### src/hw/rtl/yv12_to_yuy2_chroma_upsampler_assert.svh
// ----------------------------------------------------------------------------
// Assertion macros for the chroma upsampler
// Clocked on clk_i; the plain form is disabled while rst_ni is low.
// ----------------------------------------------------------------------------
`ifndef YV12_TO_YUY2_CHROMA_UPSAMPLER_ASSERT_SVH
`define YV12_TO_YUY2_CHROMA_UPSAMPLER_ASSERT_SVH

// property checked outside reset
`define UPS_ASSERT(lbl, prop, msg) \
  lbl: assert property (@(posedge clk_i) disable iff (!rst_ni) prop) else $error(msg);

// property checked at every edge, reset included
`define UPS_ASSERT_ALWAYS(lbl, prop, msg) \
  lbl: assert property (@(posedge clk_i) prop) else $error(msg);

`endif

### src/hw/rtl/yv2yuy_pkg.sv
// ----------------------------------------------------------------------------
// yv2yuy_pkg
// Shared types, register indexes, mode codes and weight tables.
// ----------------------------------------------------------------------------
`timescale 1ns / 1ps

package yv2yuy_pkg;

  localparam logic [11:0] MAX_PAIRS = 12'd2048;
  localparam logic [12:0] MAX_ROWS  = 13'd4096;

  localparam logic [1:0] CFG_MODE       = 2'd0;
  localparam logic [1:0] CFG_LINE_PAIRS = 2'd1;
  localparam logic [1:0] CFG_FRAME_ROWS = 2'd2;

  localparam logic [2:0] MODE_FRAME1       = 3'd0;
  localparam logic [2:0] MODE_FRAME2       = 3'd1;
  localparam logic [2:0] MODE_FRAME3       = 3'd2;
  localparam logic [2:0] MODE_FRAME_TOP    = 3'd3;
  localparam logic [2:0] MODE_FRAME_BOTTOM = 3'd4;
  localparam logic [2:0] MODE_FIELD1       = 3'd5;
  localparam logic [2:0] MODE_FIELD2       = 3'd6;
  localparam logic [2:0] MODE_FIELD3       = 3'd7;

  localparam logic [11:0] RST_LINE_PAIRS = 12'd360;
  localparam logic [12:0] RST_FRAME_ROWS = 13'd480;

  typedef struct packed {
    logic [2:0]  mode;
    logic [11:0] line_pairs;
    logic [12:0] frame_rows;
  } cfg_t;

  typedef struct packed {
    logic [3:0] weight;
    logic       boundary;
    logic       row_end;
  } pos_t;

  // upper-sample weight of a frame mode, for odd or even interior rows
  function automatic logic [3:0] frame_weight(input logic [2:0] fmode, input logic odd);
    logic [3:0] w;
    case (fmode)
      MODE_FRAME1:       w = odd ? 4'd6 : 4'd2;
      MODE_FRAME2:       w = odd ? 4'd4 : 4'd0;
      MODE_FRAME3:       w = odd ? 4'd8 : 4'd4;
      MODE_FRAME_TOP:    w = odd ? 4'd5 : 4'd1;
      MODE_FRAME_BOTTOM: w = odd ? 4'd7 : 4'd3;
      default:           w = odd ? 4'd6 : 4'd2;
    endcase
    return w;
  endfunction

  // frame mode that a field mode applies to its top or bottom pass
  function automatic logic [2:0] pass_mode(input logic [2:0] mode, input logic bottom);
    logic [2:0] m;
    case (mode)
      MODE_FIELD1: m = bottom ? MODE_FRAME_BOTTOM : MODE_FRAME_TOP;
      MODE_FIELD2: m = bottom ? MODE_FRAME1 : MODE_FRAME2;
      MODE_FIELD3: m = bottom ? MODE_FRAME3 : MODE_FRAME1;
      default:     m = mode;
    endcase
    return m;
  endfunction

endpackage

### src/hw/rtl/yv12_to_yuy2_chroma_upsampler.sv
// ----------------------------------------------------------------------------
// yv12_to_yuy2_chroma_upsampler
// 4:2:0 to 4:2:2 chroma upsampler producing packed Y0,U,Y1,V pairs.
// ----------------------------------------------------------------------------
// Usage:
//   Input channel (in_valid_i/in_ready_o) carries one pixel pair per transfer
//   in raster order of output rows: two luma bytes and the U/V samples of the
//   chroma rows above and below. Output channel (out_valid_o/out_ready_i)
//   carries the packed pair and row_end_o on the last pair of each row.
//   Configuration (mode, line_pairs, frame_rows) is written through cfg_we_i,
//   cfg_index_i and cfg_data_i while no transfer is in flight.
//   Output valid rises in the cycle after an input transfer. Throughput is
//   one pair per cycle while the receiver keeps out_ready_i high; the U and V
//   lanes blend in parallel and the merge register is the only data-path register.
//   Reset clears the counters, drops the output valid and loads the default
//   configuration (frame1, 360 pairs, 480 rows).
//   When the receiver stalls, the output register holds its pair and
//   in_ready_o drops; a new input transfer is taken in the same cycle the
//   held pair is taken.
// ----------------------------------------------------------------------------
`timescale 1ns / 1ps

`include "yv12_to_yuy2_chroma_upsampler_assert.svh"

module yv12_to_yuy2_chroma_upsampler (
  input  logic        clk_i,
  input  logic        rst_ni,
  input  logic        cfg_we_i,
  input  logic [1:0]  cfg_index_i,
  input  logic [12:0] cfg_data_i,
  input  logic        in_valid_i,
  output logic        in_ready_o,
  input  logic [7:0]  luma_first_i,
  input  logic [7:0]  luma_second_i,
  input  logic [7:0]  cb_upper_i,
  input  logic [7:0]  cb_lower_i,
  input  logic [7:0]  cr_upper_i,
  input  logic [7:0]  cr_lower_i,
  output logic        out_valid_o,
  input  logic        out_ready_i,
  output logic [7:0]  out_y0_o,
  output logic [7:0]  out_u_o,
  output logic [7:0]  out_y1_o,
  output logic [7:0]  out_v_o,
  output logic        row_end_o
);
  import yv2yuy_pkg::*;

  cfg_t       cfg_q, cfg_d;
  pos_t       pos;
  logic       accept;
  logic [7:0] lane_u, lane_v;

  logic       valid_q, valid_d;
  logic [7:0] y0_q, y1_q, u_q, v_q;
  logic       end_q;

  always_comb begin
    cfg_d = cfg_q;
    if (cfg_we_i) begin
      case (cfg_index_i)
        CFG_MODE:       cfg_d.mode       = cfg_data_i[2:0];
        CFG_LINE_PAIRS: cfg_d.line_pairs = cfg_data_i[11:0];
        CFG_FRAME_ROWS: cfg_d.frame_rows = cfg_data_i;
        default:        cfg_d = cfg_q;
      endcase
    end
  end

  always_ff @(posedge clk_i or negedge rst_ni) begin
    if (!rst_ni) begin
      cfg_q.mode       <= MODE_FRAME1;
      cfg_q.line_pairs <= RST_LINE_PAIRS;
      cfg_q.frame_rows <= RST_FRAME_ROWS;
    end else begin
      cfg_q <= cfg_d;
    end
  end

  assign in_ready_o = !valid_q || out_ready_i;
  assign accept     = in_valid_i && in_ready_o;

  yv2yuy_ctrl u_ctrl (
    .clk_i     (clk_i),
    .rst_ni    (rst_ni),
    .cfg_i     (cfg_q),
    .advance_i (accept),
    .pos_o     (pos)
  );

  yv2yuy_lane u_lane_u (
    .weight_i   (pos.weight),
    .boundary_i (pos.boundary),
    .upper_i    (cb_upper_i),
    .lower_i    (cb_lower_i),
    .blend_o    (lane_u)
  );

  yv2yuy_lane u_lane_v (
    .weight_i   (pos.weight),
    .boundary_i (pos.boundary),
    .upper_i    (cr_upper_i),
    .lower_i    (cr_lower_i),
    .blend_o    (lane_v)
  );

  // merge lanes and luma into the output register
  always_comb begin
    valid_d = valid_q;
    if (accept) begin
      valid_d = 1'b1;
    end else if (out_ready_i) begin
      valid_d = 1'b0;
    end
  end

  always_ff @(posedge clk_i or negedge rst_ni) begin
    if (!rst_ni) begin
      valid_q <= 1'b0;
    end else begin
      valid_q <= valid_d;
    end
  end

  always_ff @(posedge clk_i) begin
    if (accept) begin
      y0_q  <= luma_first_i;
      y1_q  <= luma_second_i;
      u_q   <= lane_u;
      v_q   <= lane_v;
      end_q <= pos.row_end;
    end
  end

  assign out_valid_o = valid_q;
  assign out_y0_o    = y0_q;
  assign out_u_o     = u_q;
  assign out_y1_o    = y1_q;
  assign out_v_o     = v_q;
  assign row_end_o   = end_q;

  `UPS_ASSERT(a_accept_to_valid, accept |=> out_valid_o, "accepted pair not presented")
  `UPS_ASSERT(a_stall_blocks_input, (out_valid_o && !out_ready_i) |-> !in_ready_o,
    "input taken while output stalled")
  `UPS_ASSERT(a_boundary_copy, (accept && pos.boundary) |=> (out_u_o == $past(cb_upper_i)),
    "boundary row U not copied from upper sample")
  `UPS_ASSERT_ALWAYS(a_reset_idle, !rst_ni |-> !out_valid_o, "output valid during reset")

endmodule

### src/hw/rtl/yv2yuy_lane.sv
// ----------------------------------------------------------------------------
// yv2yuy_lane
// One chroma lane: weighted blend of upper and lower samples, or a copy of
// the upper sample on boundary rows.
// ----------------------------------------------------------------------------
`timescale 1ns / 1ps

module yv2yuy_lane (
  input  logic [3:0] weight_i,
  input  logic       boundary_i,
  input  logic [7:0] upper_i,
  input  logic [7:0] lower_i,
  output logic [7:0] blend_o
);
  import yv2yuy_pkg::*;

  logic [3:0]  inv_weight;
  logic [11:0] sum;

  always_comb begin
    inv_weight = 4'd8 - weight_i;
    sum = 12'(weight_i) * 12'(upper_i) + 12'(inv_weight) * 12'(lower_i) + 12'd4;
    blend_o = boundary_i ? upper_i : sum[10:3];
  end

endmodule

### src/hw/rtl/yv2yuy_ctrl.sv
// ----------------------------------------------------------------------------
// yv2yuy_ctrl
// Column and row counters; derives pass geometry, boundary flag, blend
// weight and end of row for the current pair.
// ----------------------------------------------------------------------------
`timescale 1ns / 1ps

module yv2yuy_ctrl (
  input  logic              clk_i,
  input  logic              rst_ni,
  input  yv2yuy_pkg::cfg_t  cfg_i,
  input  logic              advance_i,
  output yv2yuy_pkg::pos_t  pos_o
);
  import yv2yuy_pkg::*;

  logic [10:0] col_q, col_d;
  logic [11:0] row_q, row_d;

  logic        field;
  logic [11:0] last_col;
  logic [12:0] rows;
  logic [12:0] pass_rows;
  logic [12:0] total_rows;
  logic [11:0] idx;
  logic        row_wrap;

  always_comb begin
    field = cfg_i.mode inside {[MODE_FIELD1:MODE_FIELD3]};

    if (cfg_i.line_pairs == 12'd0) begin
      last_col = 12'd0;
    end else if (cfg_i.line_pairs > MAX_PAIRS) begin
      last_col = MAX_PAIRS - 12'd1;
    end else begin
      last_col = cfg_i.line_pairs - 12'd1;
    end

    rows = (cfg_i.frame_rows > MAX_ROWS) ? MAX_ROWS : cfg_i.frame_rows;
    if (field) begin
      pass_rows = {1'b0, rows[12:2], 1'b0};
    end else begin
      pass_rows = {rows[12:1], 1'b0};
    end
    if (pass_rows < 13'd2) begin
      pass_rows = 13'd2;
    end
    total_rows = field ? {pass_rows[11:0], 1'b0} : pass_rows;

    idx = field ? {1'b0, row_q[11:1]} : row_q;

    pos_o.boundary = (idx == 12'd0) || ({1'b0, idx} >= pass_rows - 13'd1);
    pos_o.weight   = frame_weight(pass_mode(cfg_i.mode, row_q[0]), idx[0]);
    pos_o.row_end  = {1'b0, col_q} >= last_col;
    row_wrap       = {1'b0, row_q} >= total_rows - 13'd1;

    col_d = col_q;
    row_d = row_q;
    if (advance_i) begin
      if (pos_o.row_end) begin
        col_d = 11'd0;
        row_d = row_wrap ? 12'd0 : row_q + 12'd1;
      end else begin
        col_d = col_q + 11'd1;
      end
    end
  end

  always_ff @(posedge clk_i or negedge rst_ni) begin
    if (!rst_ni) begin
      col_q <= 11'd0;
      row_q <= 12'd0;
    end else begin
      col_q <= col_d;
      row_q <= row_d;
    end
  end

endmodule

### config.mk
export PLATFORM = sky130hd
export DESIGN_NAME = yv12_to_yuy2_chroma_upsampler
export DESIGN_NICKNAME = d
export VERILOG_FILES = /design/src/hw/rtl/yv2yuy_pkg.sv /design/src/hw/rtl/yv12_to_yuy2_chroma_upsampler.sv /design/src/hw/rtl/yv2yuy_lane.sv /design/src/hw/rtl/yv2yuy_ctrl.sv
export VERILOG_INCLUDE_DIRS = /design/src /design/src/hw/rtl
export SDC_FILE = /design/constraint.sdc
export NUM_CORES = 1
export LEC_CHECK = 0
export BUFFER_PORTS_ARGS = -buffer_cell sky130_fd_sc_hd__buf_2
export CAP_MARGIN = 20
export CORE_MARGIN = 5
export CORE_UTILIZATION = 59
export DETAILED_ROUTE_END_ITERATION = 10
export GPL_TIMING_DRIVEN = 0
export PLACE_DENSITY = 0.8
export SKIP_CTS_REPAIR_TIMING = 1
export SYNTH_ARGS = -nofsm -noshare
export SYNTH_HDL_FRONTEND = slang
export SYNTH_SLANG_ARGS = --single-unit
### constraint.sdc
create_clock -name clk_i -period 7.7 [get_ports clk_i]
set_input_delay 1.54 -clock clk_i [delete_from_list [all_inputs] [get_ports clk_i]]
set_output_delay 1.54 -clock clk_i [all_outputs]
set_load 0.1 [all_outputs]
After elaboration in Yosys (flattened, before gate mapping). Cells that the tools add are included.

Bits in latches: 0. Memories: 0. Register bits after elaboration: 85. Logic and storage cells: 78. ROM bits: 0. Input bits: 68. Memory bits (writable): 0. Output and inout bits: 35.

Reductions and logical operators: 13. Div/mod/pow operators: 0. Magnitude comparators: 8. Multipliers: 4. Bitwise gates (word level): 0. Muxes and demuxes: 23. Shift operators: 0. Equality and inequality tests: 9. $add $sub $neg: 10.

Operators by type and width (count): $mux 13 (4); $mux 12 (4); $mul 4x8->11 (4); $ge 12x13->1 (2); $sub 13x1->13 const B (2); $logic_not 12->1 (2); $add 11x11->11 (2); $add 11x3->11 const B (2); $mux 8 (2); $pmux 4 s4 (1); $mux 3 (5); $gt 13x13->1 const B (1); $lt 13x2->1 const B (1); $add 12x1->12 const B (1); $eq 3x3->1 const B (4); $ge 11x12->1 (1); $gt 12x12->1 const B (1); $sub 12x1->12 const B (1); $add 11x1->11 const B (1); $mux 11 (1); $pmux 3 s3 (1); $reduce_and 2->1 (4); $eq 3x2->1 const B (2); $mux 4 (1); other kinds (13) (17).

Depth between registers and ports, before layout.
Depth in word-level cells: 10. Mapped depth: 24.

By module. Synthesis repeated with hierarchy kept, for this count alone.

Cell total of the unflattened synthesis: 1020. Area, all modules: 9522.9 µm².

Modules (own cells, without submodules): yv2yuy_ctrl (cells each 452, instances 1, area each 3283.1 µm²); yv12_to_yuy2_chroma_upsampler (cells each 98, instances 1, area each 2224.6 µm²); yv2yuy_lane at u_lane_v (cells each 239, instances 1, area each 2040.7 µm²); yv2yuy_lane at u_lane_u (cells each 231, instances 1, area each 1974.4 µm²).

Least setup slack after synthesis. Ideal clock, no wire load.

Path kind: register to register. Start point: register cfg_q[25] in the netlist's numbering. End point: register v_q[7], in the netlist out_v_o[7], data pin. Buffers on the path: 4. Arrival time: 6.001 ns. Setup time: 0.273 ns. Period minus slack after synthesis: 6.274 ns. Path slack: 1.426 ns. Cell stages (with the launch flop): 25. Required time: 7.427 ns. Path through: dfrtp_1 -> buf_2 -> nand2_1 -> mux2i_1 -> clkbuf_1 -> clkbuf_1 -> inv_1 -> ha_1 -> xnor2_1 -> clkbuf_1 -> and2_1 -> fa_1 -> inv_1 -> fa_1 -> fa_1 -> fa_1 -> inv_1 -> ha_1 -> nor2b_1 -> o21a_1 -> o311ai_0 -> a21oi_1 -> xnor2_1 -> mux2i_1 -> a21oi_1.

Word-level cells in the longest chain between the ends: 10.

Ends and longest elaborated chain: from (decl) (line yv12_to_yuy2_chroma_upsampler.sv:49) `cfg_t cfg_q, cfg_d;`; from (signal assigned) (line yv12_to_yuy2_chroma_upsampler.sv:76) `cfg_q <= cfg_d;`; $ge 3x3->1 / $le 3x3->1 (equally long branches) (line yv2yuy_ctrl.sv:29) `field = cfg_i.mode inside {[MODE_FIELD1:MODE_FIELD3]};`; $logic_and 1x1->1 (line yv2yuy_ctrl.sv:29); $mux 12 (line yv2yuy_ctrl.sv:50) `idx = field ? {1'b0, row_q[11:1]} : row_q;`; $mux 3 (tied with other cells) (line yv2yuy_pkg.sv:44, yv2yuy_pkg.sv:49); $pmux 4 s4 (line yv2yuy_pkg.sv:43) `case (fmode)`; $sub 4x4->4 (line yv2yuy_lane.sv:21) `inv_weight = 4'd8 - weight_i;`; $mul 4x8->11 (line yv2yuy_lane.sv:22) `sum = 12'(weight_i) * 12'(upper_i) + 12'(inv_weight) * 12'(lower_i) + 12'd4;`; $add 11x11->11 (line yv2yuy_lane.sv:22); $add 11x3->11 (line yv2yuy_lane.sv:22); $mux 8 * (line yv2yuy_lane.sv:23) `blend_o = boundary_i ? upper_i : sum[10:3];`; named net lane_v[7] (line yv12_to_yuy2_chroma_upsampler.sv:52) `logic [7:0] lane_u, lane_v;`; to (signal assigned) (line yv12_to_yuy2_chroma_upsampler.sv:130) `v_q <= lane_v;`; to (decl) (line yv12_to_yuy2_chroma_upsampler.sv:55) `logic [7:0] y0_q, y1_q, u_q, v_q;`.

Mark *: on every way through the listed nets, which the timed path passes. The rest lies on a longest branch. A chain may end at the register's enable or synchronous reset.

Worst setup path in the final report.
Start point: register u_ctrl.row_q[0]. End point: register v_q[7], in the netlist out_v_o[7], data pin.

Word-level cells in the longest chain between the ends: 9.

Ends and longest elaborated chain: from (decl) (line yv2yuy_ctrl.sv:18) `logic [11:0] row_q, row_d;`; from (signal assigned) (line yv2yuy_ctrl.sv:75) `row_q <= row_d;`; $mux 1 (tied with other cells) (line yv2yuy_pkg.sv:59) `MODE_FIELD2: m = bottom ? MODE_FRAME1 : MODE_FRAME2;`; $pmux 3 s3 (line yv2yuy_pkg.sv:57) `case (mode)`; $eq 3x3->1 (tied with other cells) (line yv2yuy_pkg.sv:43); $pmux 4 s4 (line yv2yuy_pkg.sv:43); $sub 4x4->4 (line yv2yuy_lane.sv:21); $mul 4x8->11 (line yv2yuy_lane.sv:22); $add 11x11->11 (line yv2yuy_lane.sv:22); $add 11x3->11 (line yv2yuy_lane.sv:22); $mux 8 * (line yv2yuy_lane.sv:23); named net lane_v[7] (line yv12_to_yuy2_chroma_upsampler.sv:52).

Marks and branches as above.

==> results.json <==
{
  "clockBufferDepth": 2,
  "relSlewSlack_pct": 49.12,
  "finalCritPeriodShare_pct": 93.41,
  "wl_met3_mm": 1.179,
  "synth_adder_area_share_pct": 27.22,
  "cts.sinks": 85,
  "die_area_um2": 18360,
  "worst_ep_arrival_time_ns": 7.27,
  "power_leakage_nw": 4.725,
  "crit_required_ns": 7.77,
  "finalHoldViolCount": 0,
  "maxUsedRoutingLayer": "met4",
  "synthSimpleGateAreaFrac_pct": 19.54,
  "ys_types": 71,
  "cts.htree.levels": 3,
  "overflow": 0,
  "yosysTopAreaCell": "fa_1",
  "max_freq_ghz": 0.1390,
  "synth_seq_area_share_pct": 24.77,
  "route.detailed.drc": 0,
  "vias": 7713,
  "antenna_found_initial": 0,
  "hold_path.class": "register to register",
  "start_kind": "register",
  "min_from": "cfg_q[0]$_DFFE_PN0P_",
  "cap_violations": 0,
  "synth_area_um2": 9293,
  "layout-drive-gt1-share_pct": 18.04,
  "yosys_register_bits": 85,
  "grt_pass1_wl_mm": 36.67,
  "tightestPinTransition_ns": 0.7633,
  "irDropWorstVdd_mv": 0.7632,
  "async_flop_share_pct": 61.18,
  "clock_latency_ns": 0.36,
  "finalSetupViolations": 0,
  "synth_edf_count": 33,
  "die_height_um": 135.5,
  "drt-total-wl_mm": 22.34,
  "powerDensity_nw_per_um2": 484.0,
  "path_clk_slew_ns": 0.08,
  "muxShareOfSynthArea_pct": 5.372,
  "num_rows": 45,
  "synth_xor_area_share_pct": 3.582,
  "syn_to_final_growth_pct": 11.97,
  "initial_core_util_pct": 60.68,
  "grt_setup_unrepaired": "false",
  "nets": 1341,
  "dpl.hpwl_mm": 17.03,
  "port_buffers": 102,
  "yosys_warnings": 0,
  "outcome": "complete, no violations",
  "io_pins": 103,
  "worstSetupPathType": "register to register",
  "die_w_um": 135.5,
  "gp_congestion": 0.9109,
  "cts-buffers-inserted": 9,
  "cp_max_fo": 10,
  "grt_pass1_vias": 7568,
  "endpoint_kind": "register",
  "drt_pre_antenna_iters": 5,
  "r2r_start": "u_ctrl.row_q[0]$_DFFE_PN0P_",
  "fin_hold_ws_ns": 0.5358,
  "wl_met1_mm": 9.417,
  "crit_start": "u_ctrl.row_q[0]$_DFFE_PN0P_",
  "design.core.area_um2": 15310,
  "finClkSkew_ns": 0.01043,
  "synth_nets": 1227,
  "drt_iter0_drc": 608,
  "synth_compound_area_share_pct": 13.02,
  "synth_top_area_share_pct": 17.67,
  "avgViaCountPerCell": 5.773,
  "grt_max_degree": 42,
  "wl_per_cell_um": 16.72,
  "ant_nets": 0,
  "slew_violations": 0,
  "synth_top_flop_cell": "dfrtp_1",
  "antenna_cells": 0,
  "layout_min_cycle_time_ns": 7.193,
  "cts_tree": "built",
  "grt_util_all_layers_pct": 25.08,
  "synth_top_family_by_area": "adder cells",
  "synth.avg_cell_area_um2": 9.237,
  "utilization_pct": 67.94,
  "cts-root-buf": "clkbuf_16",
  "yosys-top-cells-area": "fa_1 (18%), dfrtp_1 (12%), edfxtp_1 (11%)",
  "met2_length_mm": 11.24,
  "syn_inst": 1006
}
Yosys cell counts (all sizes together), types with 9 or more instances:
master,count
nand2b,10
edfxtp,33
nand2,108
clkbuf,31
dfrtp,44
nor2,34
mux2,39
xor2,13
inv,112
o21ai,53
a21oi,43
ha,71
fa,82
and2,94
nor3,22
buf,13
nand3,19
a21o,10
xnor2,25
and3,11
o21a,9
nor2b,10
path summary, 6_finish.rpt:
path                                               end  slack [ns]  cells past startpoint
max                               out_v_o[7]$_DFFE_PP_        0.51                     23
min                               cfg_q[0]$_DFFE_PN0P_        0.54                      1
max reg2reg                       out_v_o[7]$_DFFE_PP_        0.51                     23
min reg2reg                       cfg_q[0]$_DFFE_PN0P_        0.54                      1
max in group asynchronous        cfg_q[16]$_DFFE_PN1P_        5.92                      2
min in group asynchronous  u_ctrl.row_q[1]$_DFFE_PN0P_        1.14                      1
flip-flops by register name, summed over array words and instances (netlist names):
| register | cells |
|---|---|
| cfg_q | 28 |
| out_v_o | 8 |
| row_end_o | 1 |
| out_valid_o | 1 |
| out_y0_o | 8 |
| u_ctrl.row_q | 12 |
| out_y1_o | 8 |
| u_ctrl.col_q | 11 |
| out_u_o | 8 |
logic make-up after synthesis:
group                    Yosys count
AND/OR/NAND/NOR                  344
flip-flops                        85
AO/OA/AOI/OAI                    183
buffers and inverters            158
adder cells (fa/ha/maj)          153
XOR/XNOR                          38
multiplexers                      45
area by class of cell:
cell class / count / area, µm²
Buffer: 44 / 180.2
Inverter: 114 / 429.2
Sequential cell: 85 / 2302
Fill cell: 1281 / 4910
Multi-Input combinational cell: 763 / 6399
Clock buffer: 9 / 225.2
Clock inverter: 7 / 75.07
Timing Repair Buffer: 103 / 530.5
Tap cell: 211 / 264.0
stage by stage:
step	instance area, µm²	std cells	setup TNS (ns)	worst slack, ns	power [mW]
3_5_place_dp	10090	1320	-0.007279	-0.007279	4.550
6_report	10410	1336	0	0.5075	5.036
4_1_cts	10390	1336	-0.06222	-0.06222	5.036
5_1_grt	10410	1336	0	0.1358	5.551
2_1_floorplan	9293	1006	0	1.426	3.853
3_3_place_gp	10070	1319	0	0.09752	4.428
cells in the final DEF (no fill, tap or decap), types with 5 or more instances in the layout:
cell type,Yosys,layout
a211oi_1,6,6
a21o_1,9,9
a21oi_1,42,42
a22o_1,5,5
a311oi_1,5,5
a31oi_1,5,5
and2_1,94,94
and3_1,10,10
buf_1,5,5
buf_2,8,110
clkbuf_1,31,27
clkbuf_16,0,9
dfrtp_1,44,44
dfstp_2,8,8
edfxtp_1,33,33
fa_1,82,82
ha_1,71,71
inv_1,112,112
mux2_2,39,39
mux2i_1,6,5
nand2_1,108,108
nand2b_1,10,10
nand3_1,18,18
nor2_1,33,33
nor2b_1,10,10
nor3_1,22,22
o21a_1,9,9
o21ai_0,47,47
o21ai_1,6,6
o31ai_1,6,6
or4_1,6,6
xnor2_1,25,24
xor2_1,13,13
metal layers:
layer	vias up	global-route usage (%)
li1	3653	-
met1	3760	32.89
met2	262	43.06
met3	38	4.346
met4	0	6.887
met5	-	0
critical path, cell delays in order (launching register included):
cell,delay (ns)
dfrtp_1,0.42
buf_1,0.45
xnor2_1,0.18
a21o_1,0.36
clkbuf_2,0.34
inv_1,0.07
ha_1,0.21
xnor2_2,0.31
clkbuf_2,0.30
and2_1,0.18
fa_1,0.41
inv_1,0.10
fa_1,0.42
fa_1,0.54
fa_1,0.56
inv_1,0.05
ha_1,0.34
nor2b_1,0.15
o21a_1,0.19
o311ai_0,0.52
a21oi_1,0.19
xnor2_1,0.29
mux2i_1,0.21
a21oi_1,0.09
report_power, final:
| group | leakage [nW] | internal (mW) | switching, mW |
|---|---|---|---|
| sequential | 0.940 | 0.657 | 0.0661 |
| clock | 0.144 | 0.230 | 0.218 |
| combinational | 3.64 | 1.64 | 2.22 |
| total | 4.73 | 2.53 | 2.51 |
No activity file was read; power rests on OpenSTA's default activity.
